$ cat src/rtl/core/mss_pkg.sv
// ----------------------------------------------------------------------------
// mss_pkg
// Shared types, constants and the note period tables of the score sequencer.
// ----------------------------------------------------------------------------
package mss_pkg;

  localparam int SCORE_DEPTH = 256;
  localparam int ADDR_W      = $clog2(SCORE_DEPTH);
  localparam int CNT_W       = $clog2(SCORE_DEPTH + 1);

  // request codes
  localparam logic [1:0] FUNC_LOAD = 2'd0;
  localparam logic [1:0] FUNC_TICK = 2'd1;
  localparam logic [1:0] FUNC_STOP = 2'd2;

  // score characters
  localparam logic [7:0] CH_NUL    = 8'h00;
  localparam logic [7:0] CH_SPACE  = 8'h20;
  localparam logic [7:0] CH_HALF   = 8'h21;  // '!'
  localparam logic [7:0] CH_SHARP  = 8'h23;  // '#'
  localparam logic [7:0] CH_DOUBLE = 8'h2D;  // '-'
  localparam logic [7:0] CH_DOT    = 8'h2E;  // '.'
  localparam logic [7:0] CH_A      = 8'h41;
  localparam logic [7:0] CH_G      = 8'h47;
  localparam logic [7:0] CH_UP     = 8'h5E;  // '^'
  localparam logic [7:0] CH_DOWN   = 8'h5F;  // '_'

  localparam logic [15:0] BASE_LEN = 16'd16;
  localparam logic signed [4:0] OCT_MAX = 5'sd8;
  localparam logic signed [4:0] OCT_MIN = -5'sd8;

  localparam logic [15:0] NATURAL_TAB [7] = '{
    16'd4545, 16'd4048, 16'd3824, 16'd3401, 16'd3030, 16'd2865, 16'd2551
  };
  localparam logic [15:0] SHARP_TAB [7] = '{
    16'd4291, 16'd3824, 16'd3610, 16'd3215, 16'd2865, 16'd2702, 16'd2409
  };

  typedef struct packed {
    logic [2:0]        note;    // 0 = A .. 6 = G
    logic              sharp;
    logic signed [4:0] octave;
  } pitch_req_t;

  function automatic logic [15:0] note_period(input logic [2:0] idx, input logic sharp);
    logic [15:0] p;
    p = 16'd0;
    if (idx < 3'd7) begin
      p = sharp ? SHARP_TAB[idx] : NATURAL_TAB[idx];
    end
    return p;
  endfunction

endpackage

$ cat src/rtl/core/mss_pitch.sv
// ----------------------------------------------------------------------------
// mss_pitch
// Note period lookup with octave shift: halves per octave up, doubles with
// saturation per octave down.
// ----------------------------------------------------------------------------
module mss_pitch
  import mss_pkg::*;
(
  input  pitch_req_t  req,
  output logic [15:0] period
);

  logic [15:0] base;
  logic [4:0]  neg_oct;
  logic [23:0] wide;

  always_comb begin
    base    = note_period(req.note, req.sharp);
    neg_oct = 5'(-req.octave);
    wide    = {8'd0, base} << neg_oct[3:0];
    if (!req.octave[4]) begin
      period = base >> req.octave[3:0];
    end else if (|wide[23:16]) begin
      period = 16'hFFFF;
    end else begin
      period = wide[15:0];
    end
  end

endmodule

$ cat src/rtl/core/melody_score_sequencer.sv
// ----------------------------------------------------------------------------
// melody_score_sequencer
// Stores a score of characters and plays it note by note on ticks, driving
// a tone period and duty.
// ----------------------------------------------------------------------------
// sequence: load, stop and ticks that scan nothing go from idle straight to the
//   result; a tick that scans reads characters until it reaches a note or rest,
//   or until it ends the score, and then gives its result
// throughput: one request in flight; a scan is paced by the single read port of
//   the score memory (one character a cycle)
// reset: synchronous, clears all control and playback state; score memory kept
module melody_score_sequencer
  import mss_pkg::*;
(
  input  logic        clk,
  input  logic        rst_n,
  input  logic        in_valid,
  output logic        in_ready,
  input  logic [1:0]  in_func,
  input  logic [7:0]  in_symbol,
  input  logic        in_last,
  output logic        out_valid,
  input  logic        out_ready,
  output logic        out_tone_on,
  output logic [15:0] out_period,
  output logic [14:0] out_duty,
  output logic        out_playing,
  output logic        out_accepted
);

  typedef enum logic [3:0] {
    ST_IDLE  = 4'b0001,
    ST_FETCH = 4'b0010,
    ST_SCAN  = 4'b0100,
    ST_EMIT  = 4'b1000
  } state_t;

  state_t state_r, state_nxt;

  logic [CNT_W-1:0]  score_len_r, score_len_nxt;
  logic [CNT_W-1:0]  rd_pos_r, rd_pos_nxt;
  logic [15:0]       tick_r, tick_nxt;
  logic              gap_r, gap_nxt;
  logic signed [4:0] oct_r, oct_nxt;
  logic              busy_r, busy_nxt;
  logic [15:0]       tone_period_r, tone_period_nxt;
  logic              tone_en_r, tone_en_nxt;
  logic              accepted_r, accepted_nxt;
  logic              sharp_r, sharp_nxt;
  logic [15:0]       dur_r, dur_nxt;
  logic              out_valid_r;

  // score memory
  logic [7:0]        score_mem [SCORE_DEPTH];
  logic [7:0]        mem_q_r;
  logic              mem_we;
  logic [ADDR_W-1:0] mem_waddr;
  logic [ADDR_W-1:0] mem_raddr;
  logic [CNT_W-1:0]  rd_pos_inc;

  logic              in_xfer;
  logic              emit_load;
  logic [15:0]       tick_dec;
  logic [16:0]       dur_dbl;
  logic [16:0]       dur_dot;
  logic [15:0]       dur_half;
  logic [15:0]       note_ticks;
  logic [7:0]        note_ofs;
  pitch_req_t        pitch_req;
  logic [15:0]       pitch_period;

  assign in_ready   = (state_r == ST_IDLE);
  assign in_xfer    = in_valid && in_ready;
  assign emit_load  = (state_r == ST_EMIT) && (!out_valid_r || out_ready);
  assign out_valid  = out_valid_r;
  assign rd_pos_inc = rd_pos_r + CNT_W'(1);
  assign tick_dec   = tick_r - 16'd1;
  assign mem_waddr  = score_len_r[ADDR_W-1:0];
  // during the scan the next character is fetched ahead
  assign mem_raddr  = (state_r == ST_SCAN) ? rd_pos_inc[ADDR_W-1:0] : rd_pos_r[ADDR_W-1:0];

  assign dur_half   = (dur_r[15:1] == 15'd0) ? 16'd1 : {1'b0, dur_r[15:1]};
  assign dur_dbl    = {dur_r, 1'b0};
  assign dur_dot    = {1'b0, dur_r} + {2'b00, dur_r[15:1]};
  assign note_ticks = (dur_r > 16'd1) ? (dur_r - 16'd1) : 16'd1;
  assign note_ofs   = mem_q_r - CH_A;

  assign pitch_req.note   = note_ofs[2:0];
  assign pitch_req.sharp  = sharp_r;
  assign pitch_req.octave = oct_r;

  mss_pitch u_pitch (
    .req    (pitch_req),
    .period (pitch_period)
  );

  always_ff @(posedge clk) begin
    if (mem_we) begin
      score_mem[mem_waddr] <= in_symbol;
    end
    mem_q_r <= score_mem[mem_raddr];
  end

  always_comb begin
    state_nxt       = state_r;
    score_len_nxt   = score_len_r;
    rd_pos_nxt      = rd_pos_r;
    tick_nxt        = tick_r;
    gap_nxt         = gap_r;
    oct_nxt         = oct_r;
    busy_nxt        = busy_r;
    tone_period_nxt = tone_period_r;
    tone_en_nxt     = tone_en_r;
    accepted_nxt    = accepted_r;
    sharp_nxt       = sharp_r;
    dur_nxt         = dur_r;
    mem_we          = 1'b0;

    unique case (state_r)
      ST_IDLE: begin
        if (in_xfer) begin
          accepted_nxt = 1'b0;
          state_nxt    = ST_EMIT;
          case (in_func)
            FUNC_LOAD: begin
              if (!busy_r) begin
                if (score_len_r < CNT_W'(SCORE_DEPTH)) begin
                  mem_we        = 1'b1;
                  score_len_nxt = score_len_r + CNT_W'(1);
                  accepted_nxt  = 1'b1;
                end
                if (in_last) begin
                  busy_nxt   = 1'b1;
                  rd_pos_nxt = '0;
                  tick_nxt   = 16'd1;
                  gap_nxt    = 1'b0;
                end
              end
            end
            FUNC_TICK: begin
              if (tick_r != 16'd0) begin
                tick_nxt = tick_dec;
                if (tick_dec == 16'd0) begin
                  tone_en_nxt = 1'b0;
                  if (gap_r) begin
                    tick_nxt = 16'd1;
                    gap_nxt  = 1'b0;
                  end else begin
                    sharp_nxt = 1'b0;
                    dur_nxt   = BASE_LEN;
                    state_nxt = ST_FETCH;
                  end
                end
              end
            end
            FUNC_STOP: begin
              if (busy_r) begin
                rd_pos_nxt = score_len_r;
              end
            end
            default: begin
            end
          endcase
        end
      end

      ST_FETCH: begin
        if (rd_pos_r < score_len_r) begin
          state_nxt = ST_SCAN;
        end else begin
          busy_nxt      = 1'b0;
          oct_nxt       = '0;
          gap_nxt       = 1'b0;
          score_len_nxt = '0;
          rd_pos_nxt    = '0;
          tick_nxt      = 16'd0;
          state_nxt     = ST_EMIT;
        end
      end

      ST_SCAN: begin
        rd_pos_nxt = rd_pos_inc;
        state_nxt  = (rd_pos_inc < score_len_r) ? ST_SCAN : ST_FETCH;
        unique case (mem_q_r) inside
          CH_NUL: begin
            rd_pos_nxt = score_len_r;  // end of score
            state_nxt  = ST_FETCH;
          end
          [CH_A:CH_G]: begin
            tone_period_nxt = pitch_period;
            tone_en_nxt     = 1'b1;
            tick_nxt        = note_ticks;
            gap_nxt         = 1'b1;
            state_nxt       = ST_EMIT;
          end
          CH_SPACE: begin
            tick_nxt  = note_ticks;
            gap_nxt   = 1'b1;
            state_nxt = ST_EMIT;
          end
          CH_SHARP: sharp_nxt = 1'b1;
          CH_UP: begin
            if (oct_r < OCT_MAX) oct_nxt = oct_r + 5'sd1;
          end
          CH_DOWN: begin
            if (oct_r > OCT_MIN) oct_nxt = oct_r - 5'sd1;
          end
          CH_HALF:   dur_nxt = dur_half;
          CH_DOUBLE: dur_nxt = dur_dbl[16] ? 16'hFFFF : dur_dbl[15:0];
          CH_DOT:    dur_nxt = dur_dot[16] ? 16'hFFFF : dur_dot[15:0];
          default: begin
          end
        endcase
      end

      ST_EMIT: begin
        if (emit_load) begin
          state_nxt = ST_IDLE;
        end
      end

      default: state_nxt = ST_IDLE;
    endcase
  end

  always_ff @(posedge clk) begin
    if (!rst_n) begin
      state_r       <= ST_IDLE;
      score_len_r   <= '0;
      rd_pos_r      <= '0;
      tick_r        <= '0;
      gap_r         <= 1'b0;
      oct_r         <= '0;
      busy_r        <= 1'b0;
      tone_period_r <= '0;
      tone_en_r     <= 1'b0;
      accepted_r    <= 1'b0;
      out_valid_r   <= 1'b0;
    end else begin
      state_r       <= state_nxt;
      score_len_r   <= score_len_nxt;
      rd_pos_r      <= rd_pos_nxt;
      tick_r        <= tick_nxt;
      gap_r         <= gap_nxt;
      oct_r         <= oct_nxt;
      busy_r        <= busy_nxt;
      tone_period_r <= tone_period_nxt;
      tone_en_r     <= tone_en_nxt;
      accepted_r    <= accepted_nxt;
      if (emit_load) begin
        out_valid_r <= 1'b1;
      end else if (out_ready) begin
        out_valid_r <= 1'b0;
      end
    end
  end

  // scan scratch and result payload
  always_ff @(posedge clk) begin
    sharp_r <= sharp_nxt;
    dur_r   <= dur_nxt;
    if (emit_load) begin
      out_tone_on  <= tone_en_r;
      out_period   <= tone_period_r;
      out_duty     <= tone_period_r[15:1];
      out_playing  <= busy_r;
      out_accepted <= accepted_r;
    end
  end

  // idle player keeps no leftover playback state
  a_idle_clean: assert property (@(posedge clk) disable iff (!rst_n)
    !busy_r |-> (oct_r == 5'sd0) && !gap_r && (tick_r == 16'd0) && !tone_en_r)
    else $error("playback state left over while not playing");

  a_oct_range: assert property (@(posedge clk) disable iff (!rst_n)
    (oct_r <= OCT_MAX) && (oct_r >= OCT_MIN))
    else $error("octave shift out of range");

  a_len_bound: assert property (@(posedge clk) disable iff (!rst_n)
    score_len_r <= CNT_W'(SCORE_DEPTH))
    else $error("score length beyond memory depth");

  a_scan_in_score: assert property (@(posedge clk) disable iff (!rst_n)
    (state_r == ST_SCAN) |-> (rd_pos_r < score_len_r) && busy_r)
    else $error("scan outside the stored score");

  a_no_write_busy: assert property (@(posedge clk) disable iff (!rst_n)
    mem_we |-> !busy_r && (state_r == ST_IDLE))
    else $error("score write during playback");

endmodule
$ cat config.mk
export PLATFORM = sky130hd
export DESIGN_NAME = melody_score_sequencer
export DESIGN_NICKNAME = d
export VERILOG_FILES = /design/src/rtl/core/mss_pkg.sv /design/src/rtl/core/mss_pitch.sv /design/src/rtl/core/melody_score_sequencer.sv
export SDC_FILE = /design/constraint.sdc
export NUM_CORES = 2
export LEC_CHECK = 0
export BUFFER_PORTS_ARGS = -buffer_cell sky130_fd_sc_hd__buf_4
export CAP_MARGIN = 30
export CORE_MARGIN = 4
export CORE_UTILIZATION = 52
export CTS_CLUSTER_SIZE = 8
export DETAILED_ROUTE_END_ITERATION = 10
export PLACE_DENSITY = 0.77
export SKIP_LAST_GASP = 1
export SLEW_MARGIN = 5
export SYNTH_ARGS = -nofsm -noshare
export SYNTH_HDL_FRONTEND = slang
export SYNTH_SLANG_ARGS = --single-unit
$ cat constraint.sdc
create_clock -name clk -period 5.1 [get_ports clk]
set_input_delay 0.765 -clock clk [delete_from_list [all_inputs] [get_ports clk]]
set_output_delay 0.765 -clock clk [all_outputs]
set_load 0.05 [all_outputs]
# After elaboration in Yosys (flattened, before gate mapping)
# Memory sizes are Yosys's and may differ from the RTL's. A register that Yosys moved wholly into a read port is not among the register bits.
# Cells that the tools add are included.
# op_classes
n_lt_le_gt_ge	10
eq_ne	37
n_mux	92
reduce_logical	29
mul	0
n_shift	2
bitwise	1
div_mod_pow	0
add_sub_neg	9
# op_table
operator	n
16-bit two-way mux	24
16-bit case mux with 3 select lines	2
9-bit two-way mux	10
16-bit case mux with 2 select lines	2
8-bit by 6-bit == test with 1-bit output (second input constant)	5
9-bit case mux with 2 select lines	2
16-bit by 1-bit subtractor with 16-bit output (second input constant)	2
1-bit two-way mux	29
4-bit two-way mux	7
9-bit case mux with 3 select lines	1
16-bit by 4-bit << shifter with 24-bit output	1
7-bit AND reduction	3
5-bit case mux with 2 select lines	2
9-bit by 1-bit adder with 9-bit output (second input constant)	2
9-bit < comparator	2
16-bit by 15-bit adder with 17-bit output	1
8-bit by 7-bit == test with 1-bit output (second input constant)	2
16-bit by 1-bit > comparator with 1-bit output (second input constant)	1
16-bit logical NOT	1
2-bit by 1-bit inequality test with 1-bit output (second input constant)	8
4-bit case mux with 4 select lines	1
16-bit nonzero test	1
16-bit by 4-bit right shift with 16-bit output	1
15-bit logical NOT	1
other kinds (45)	69
# totals
mem_count	3
latchBits	0
out_inout_bits	36
ramBits	2048
reg_bits	115
rom_bits	256
# memory_table
memory	depth	word_bits	read_ports	rd_ports_with_merged_regs	write_ports	line	rtl
score_mem	256	8	1	1	1	melody_score_sequencer.sv:54	logic [7:0] score_mem [SCORE_DEPTH];
(name not given)	8	16	1	0	0	mss_pkg.sv:49	p = sharp ? SHARP_TAB[idx] : NATURAL_TAB[idx];
(name not given)	8	16	1	0	0	mss_pkg.sv:49	

# Depth between registers and ports, before layout
# depth
word_depth	11
mapped_depth	17

# Modules after synthesis
# A second synthesis with hierarchy kept.
# hier_totals
cells_unflattened	7012
hier_area_um2	109297.3
# modules_own_cells
mod	cells_per_inst	area_per_inst_um2	n_inst
melody_score_sequencer	6722	107439.3	1
mss_pitch	290	1858.0	1

# Worst setup path before layout
# Ideal clock, no wire load.
# synth_path
path_type	register to register
startpoint	register tick_r[1]
endpoint	register dur_r[0] (enable)
setup_slack_ns	1.111
synth_period_minus_slack_ns	3.989
n_path_buf	0
arrival_time_ns	3.579
stages_incl_launch_ff	11
setup_ns	0.409
path_cell_list	dfxtp_1 inv_1 ha_1 nor3b_2 nand3_1 nor3b_1 o21ai_0 a2111oi_1 nand2_1 o21a_1 nor3_1
# synth_via
elab_chain_cells	4
elab_cells_between_ends	6
classes_between	add/sub (1); eq/ne (2); reduce/logical (3)
# synth_lines
element	line	rtl
from (decl)	melody_score_sequencer.sv:42	logic [15:0] tick_r, tick_nxt;
from (signal assigned)	melody_score_sequencer.sv:243	tick_r <= tick_nxt;
16-bit by 1-bit subtractor with 16-bit output	melody_score_sequencer.sv:77	assign tick_dec = tick_r - 16'd1;
16-bit logical NOT	melody_score_sequencer.sv:143	if (tick_dec == 16'd0) begin
2-bit by 1-bit inequality test with 1-bit output (no line)	-	
7-bit AND reduction (no line) (*)	-	
to (signal assigned)	melody_score_sequencer.sv:261	dur_r <= dur_nxt;
to (decl)	melody_score_sequencer.sv:50	logic [15:0] dur_r, dur_nxt;
# Every way passes the cells marked *; elsewhere a longest branch is shown, timed or not.
# A chain may end at the register's enable or synchronous reset.

# Final worst setup path
# layout_path
startpoint	register state_r[2]
endpoint	register mem_q_r[1] (read register of score_mem)
# layout_via
elab_chain_cells	2
# layout_lines
element	line	rtl
from (decl)	melody_score_sequencer.sv:38	state_t state_r, state_nxt;
from (signal assigned)	melody_score_sequencer.sv:240	state_r <= state_nxt;
4-bit by 3-bit == test with 1-bit output	melody_score_sequencer.sv:80	assign mem_raddr = (state_r == ST_SCAN) ? rd_pos_inc[ADDR_W-1:0] : rd_pos_r[ADDR_W-1:0];
8-bit two-way mux	melody_score_sequencer.sv:80	
to (decl)	melody_score_sequencer.sv:55	logic [7:0] mem_q_r;
# Every way passes these cells.

==> impl_results.rst <==
.. list-table::
   :header-rows: 1

   * - Metric
     - Value
   * - Vias in the first global route
     - 65,650
   * - Maximum fanout encountered on the critical timing path
     - 57
   * - Most used cells in the layout excluding fill and tap cells
     - sky130_fd_sc_hd__edfxtp_1 (2,084), sky130_fd_sc_hd__mux2i_1 (1,213), sky130_fd_sc_hd__nand2_1 (609)
   * - Synthesized-area fraction occupied by ao, oa, aoi and oai cells
     - about 7.5%
   * - Endpoint class of the critical path
     - flip-flop
   * - Combinational family with the most area after synthesis
     - multiplexers
   * - Via Count
     - 66,630
   * - Commonest non-fill, non-tap cell in the layout
     - sky130_fd_sc_hd__edfxtp_1
   * - First-pass GRT wire length
     - 409,700 um
   * - Syn Area/Cell
     - 13.96 um^2
   * - Ratio of cells with drive above 1 in the final layout
     - 12.54%
   * - Synth Net Count
     - 7,382
   * - Type of the worst min-delay path
     - primary input to flip-flop
   * - Router iterations before antenna repair
     - 9
   * - Clock sink total
     - 2,156
   * - Total placed instance area
     - 105,300 um^2
   * - Slew at the pin closest to its max-slew limit
     - 1.096 ns
   * - Pin count of the biggest net entering global routing
     - ~160
   * - Synthesized area
     - 101,800 um^2
   * - Num rows
     - 162
   * - Part of the total power dissipated in combinational logic
     - 5.4%
   * - Tcrit/Tclk final
     - 98.48%
   * - Max-cap violation count
     - 0
   * - Clock Root Buffer
     - sky130_fd_sc_hd__clkbuf_16
   * - Number of warnings reported in the yosys synthesis log
     - 0
   * - Fin. max-slew vios
     - 0
   * - Number of cells on the worst hold path
     - 3
   * - Detail Placement HPWL
     - 166,800 um
   * - Clock share of power
     - 45.9%
   * - Worst ir drop on vdd
     - 252.2 uV
   * - Mean routed wirelength per cell
     - 27.48 um
   * - Uppermost routed layer
     - met5
   * - Reg2Reg Depth
     - 12
   * - Final worst path period need
     - 5.022 ns
   * - Unrepaired setup endpoints after global routing
     - false
   * - Skew-Pair Late Insertion Delay
     - between 0.9 and 1 ns
   * - Grt ovf
     - 0
   * - Area Growth Syn to Fin
     - 11.73%
   * - Adder-cell area share of the yosys netlist
     - less than 1%
   * - Final Worst Setup Slack
     - 0.07770 ns
   * - Arrival time reported for the critical path endpoint
     - 5.73 ns
   * - Simple-gate share of the synthesized area
     - 7.616%
   * - Hold bufs inserted after CTS
     - 0
   * - Flip-flop and latch count after synthesis
     - 2,156
   * - Post-Route Setup TNS
     - 0 ns
   * - Total met3 wirelength after detailed routing
     - ~30,000 um
   * - Fraction of registers with async set/reset
     - 0%
   * - Count of buffers inserted at the top-level ports
     - 50
   * - Clk slew on worst S/H paths
     - 0.05 ns
   * - Leakage power figure
     - 0.03521 uW
   * - Setup skew after layout
     - 0.06272 ns
   * - Antenna violations before repair
     - 9
   * - TritonCTS clock tree
     - done
   * - Sequential fraction of the synthesis area
     - between 60% and 70%
   * - Outcome
     - finished, final reports clean
   * - Last weighted congestion value of the routability-driven placer
     - 0.9058
   * - Max Buffers Root-to-Sink
     - 4
   * - Flip-flop cell with the highest count after synthesis
     - sky130_fd_sc_hd__edfxtp_1
   * - Die Area
     - 203,000 um^2
   * - Wire length on met2
     - 127,200 um
   * - Count of non-filler cells in the finished layout
     - between 10,000 and 15,000
   * - Total instance count after detailed placement
     - around 9,600
   * - Initial cell density of the core
     - 52.28%
   * - Number of enable flip-flop cells after synthesis
     - 2,084
   * - Antenna viol nets, final
     - 0
   * - Combined global-route utilization of all metal layers
     - 26.30%
   * - Detailed Route WL
     - 275,000 um
   * - Power spent charging and discharging nets
     - 8533 uW
   * - Relative max-transition margin
     - between 20% and 30%
   * - Critical path type
     - flip-flop to flip-flop
   * - Distinct cell type count of the synthesized netlist
     - 91
   * - Wire length on met1
     - 104,300 um
   * - Ports
     - slightly above 50
   * - Cts bufs inserted
     - 321
   * - Final std cell area, no fill
     - around 110,000 um^2
   * - Highest achievable clock rate
     - 0.1991 GHz
   * - Crit path required time
     - 5.80 ns
   * - Seq pwr share
     - 48.7%
   * - Number of setup violations in the final report
     - 0
   * - Internal Dissipation
     - 31,530 uW
   * - Deepest level of the CTS H-tree
     - 5
   * - XOR/XNOR share of the synthesized area
     - 0.4054%
   * - Die height
     - 450.6 um
   * - Total power per unit cell area
     - about 350 nW/um^2
   * - Worst slack at placement
     - -0.04372 ns
   * - Placeable Area
     - 194,800 um^2
   * - Share of synthesized area spent on multiplexers
     - 18.10%
   * - Die width
     - approximately 450 um
   * - Detailed router's first-iteration violation count
     - 8,724
   * - Switching power as a share of total power
     - 21.30%
   * - Detail-routed via count per cell
     - about 6.7
   * - Critical path launch point type
     - flip-flop
   * - Post-CTS setup buffers
     - 0
   * - Final Hold Slack
     - 0.2398 ns
   * - Post-detailed-route DRC marker count
     - 0
   * - Total number of nets in the final design
     - 7,393
   * - Cells after Synth
     - 7,297
   * - Final Hold Vio Count
     - 0
-- synth_stat cells (all sizes together), types with 15 or more instances --
master      n  area share, %
mux2       44           0.49
a21oi     274            1.3
a221oi     62           0.55
o221ai     20           0.17
inv        49           0.18
a21boi     18           0.13
xnor2      38           0.35
nand3     251            1.2
nand2     621            2.3
a22o       43           0.37
a211oi     35           0.26
mux4      257            5.7
o2111ai    21           0.18
o22ai     192            1.2
and3       18           0.11
a31oi      65           0.41
edfxtp   2084             61
a32o       17           0.17
o211ai     21           0.15
o31ai      26           0.19
nor4       15          0.098
ha         68           0.84
nor2b      20           0.12
o41ai      23           0.20
or3        21           0.13
clkbuf    259           0.95
a22oi      19           0.14
buf       287            1.5
mux2i    1214             12
dfxtp      72            1.4
a32oi      23           0.20
nand2b     20           0.12
a211o      15           0.13
a2bb2oi    17           0.15
nand4      79           0.49
o21ai     186           0.91
nor2      552            2.0
nor3      101           0.50
-- sequential cells by signal, indices dropped and copies added, names as in the netlist --
name / cells
gap_r: 1
tone_en_r: 1
mem_q_r: 8
tick_r: 16
out_playing: 1
tone_period_r: 16
out_period: 16
oct_r: 5
sharp_r: 1
out_tone_on: 1
rd_pos_r: 9
score_len_r: 9
out_accepted: 1
out_valid: 1
accepted_r: 1
busy_r: 1
dur_r: 16
state_r: 4
score_mem: 2048
-- worst max-delay path: stages (launching register included) --
cell and delay (ns):
sky130_fd_sc_hd__dfxtp_1 0.40, sky130_fd_sc_hd__or4b_4 0.67, sky130_fd_sc_hd__buf_4 0.30, sky130_fd_sc_hd__o21ai_1 0.14
sky130_fd_sc_hd__buf_4 0.22, sky130_fd_sc_hd__and2_4 0.49, sky130_fd_sc_hd__buf_12 0.34, sky130_fd_sc_hd__nand2_1 0.09
sky130_fd_sc_hd__a32oi_1 0.21, sky130_fd_sc_hd__nand4_1 0.28, sky130_fd_sc_hd__o41ai_1 0.67, sky130_fd_sc_hd__a211oi_1 0.31
sky130_fd_sc_hd__nor4_2 0.64
-- per-stage QoR --
| stage | total power [uW] | utilization, % |
|---|---|---|
| global route | 41100 | 58.42 |
| detailed placement | 21950 | 54.05 |
| floorplan | 21120 | - |
| global placement | 21890 | 53.94 |
| CTS | 40170 | 58.41 |
| finish | 40070 | 58.42 |
-- power by group through the flow --
stage | Clock, uW | Sequential, uW | Combinational [uW]
2_1_floorplan | 0 | 19800 | 1290
5_1_grt | 19300 | 19500 | 2270
3_5_place_dp | 0 | 19800 | 2100
4_1_cts | 18500 | 19500 | 2110
6_report | 18400 | 19500 | 2140
3_3_place_gp | 0 | 19800 | 2050
-- cell families after synthesis --
kind of cell,Yosys count
adders and majority gates,71
and+or+nand+nor,1761
AOI/OAI and AO/OA,1153
DFF,2156
buffers and inverters,596
xor gates and xnor gates,45
muxes,1515
-- layer usage --
layer / vias up / global-route usage [%]
met4: 14 / 11.89
li1: 28530 / -
met5: - / 0
met1: 33180 / 35.44
met3: 770 / 6.180
met2: 4142 / 40.88
-- cell type report --
| class | count | area [um^2] |
|---|---|---|
| clock inverters | 11 | 98.84 |
| flip-flops and latches | 2156 | 64030 |
| fillers | 14360 | 81000 |
| diodes | 1 | 2.502 |
| multi-input cells | 4545 | 35310 |
| repair buffers | 234 | 2474 |
| inverters | 50 | 202.7 |
| well taps | 2624 | 3283 |
| clock buffers | 386 | 8383 |
-- final timing paths --
kind / endpoint / slack [ns] / from
max: mem_q_r[1] / 0.08 / state_r[2]
min: busy_r / 0.24 / in_last
max reg2reg: mem_q_r[1] / 0.08 / state_r[2]
min reg2reg: out_period[14] / 0.43 / tone_period_r[14]
-- timing repair --
action	CTS	global route
pin swaps	0	0
setup endpoints to repair	1	1
hold endpoints to repair	0	0
resized for setup	1	1
No activity file was read; power rests on OpenSTA's default activity.
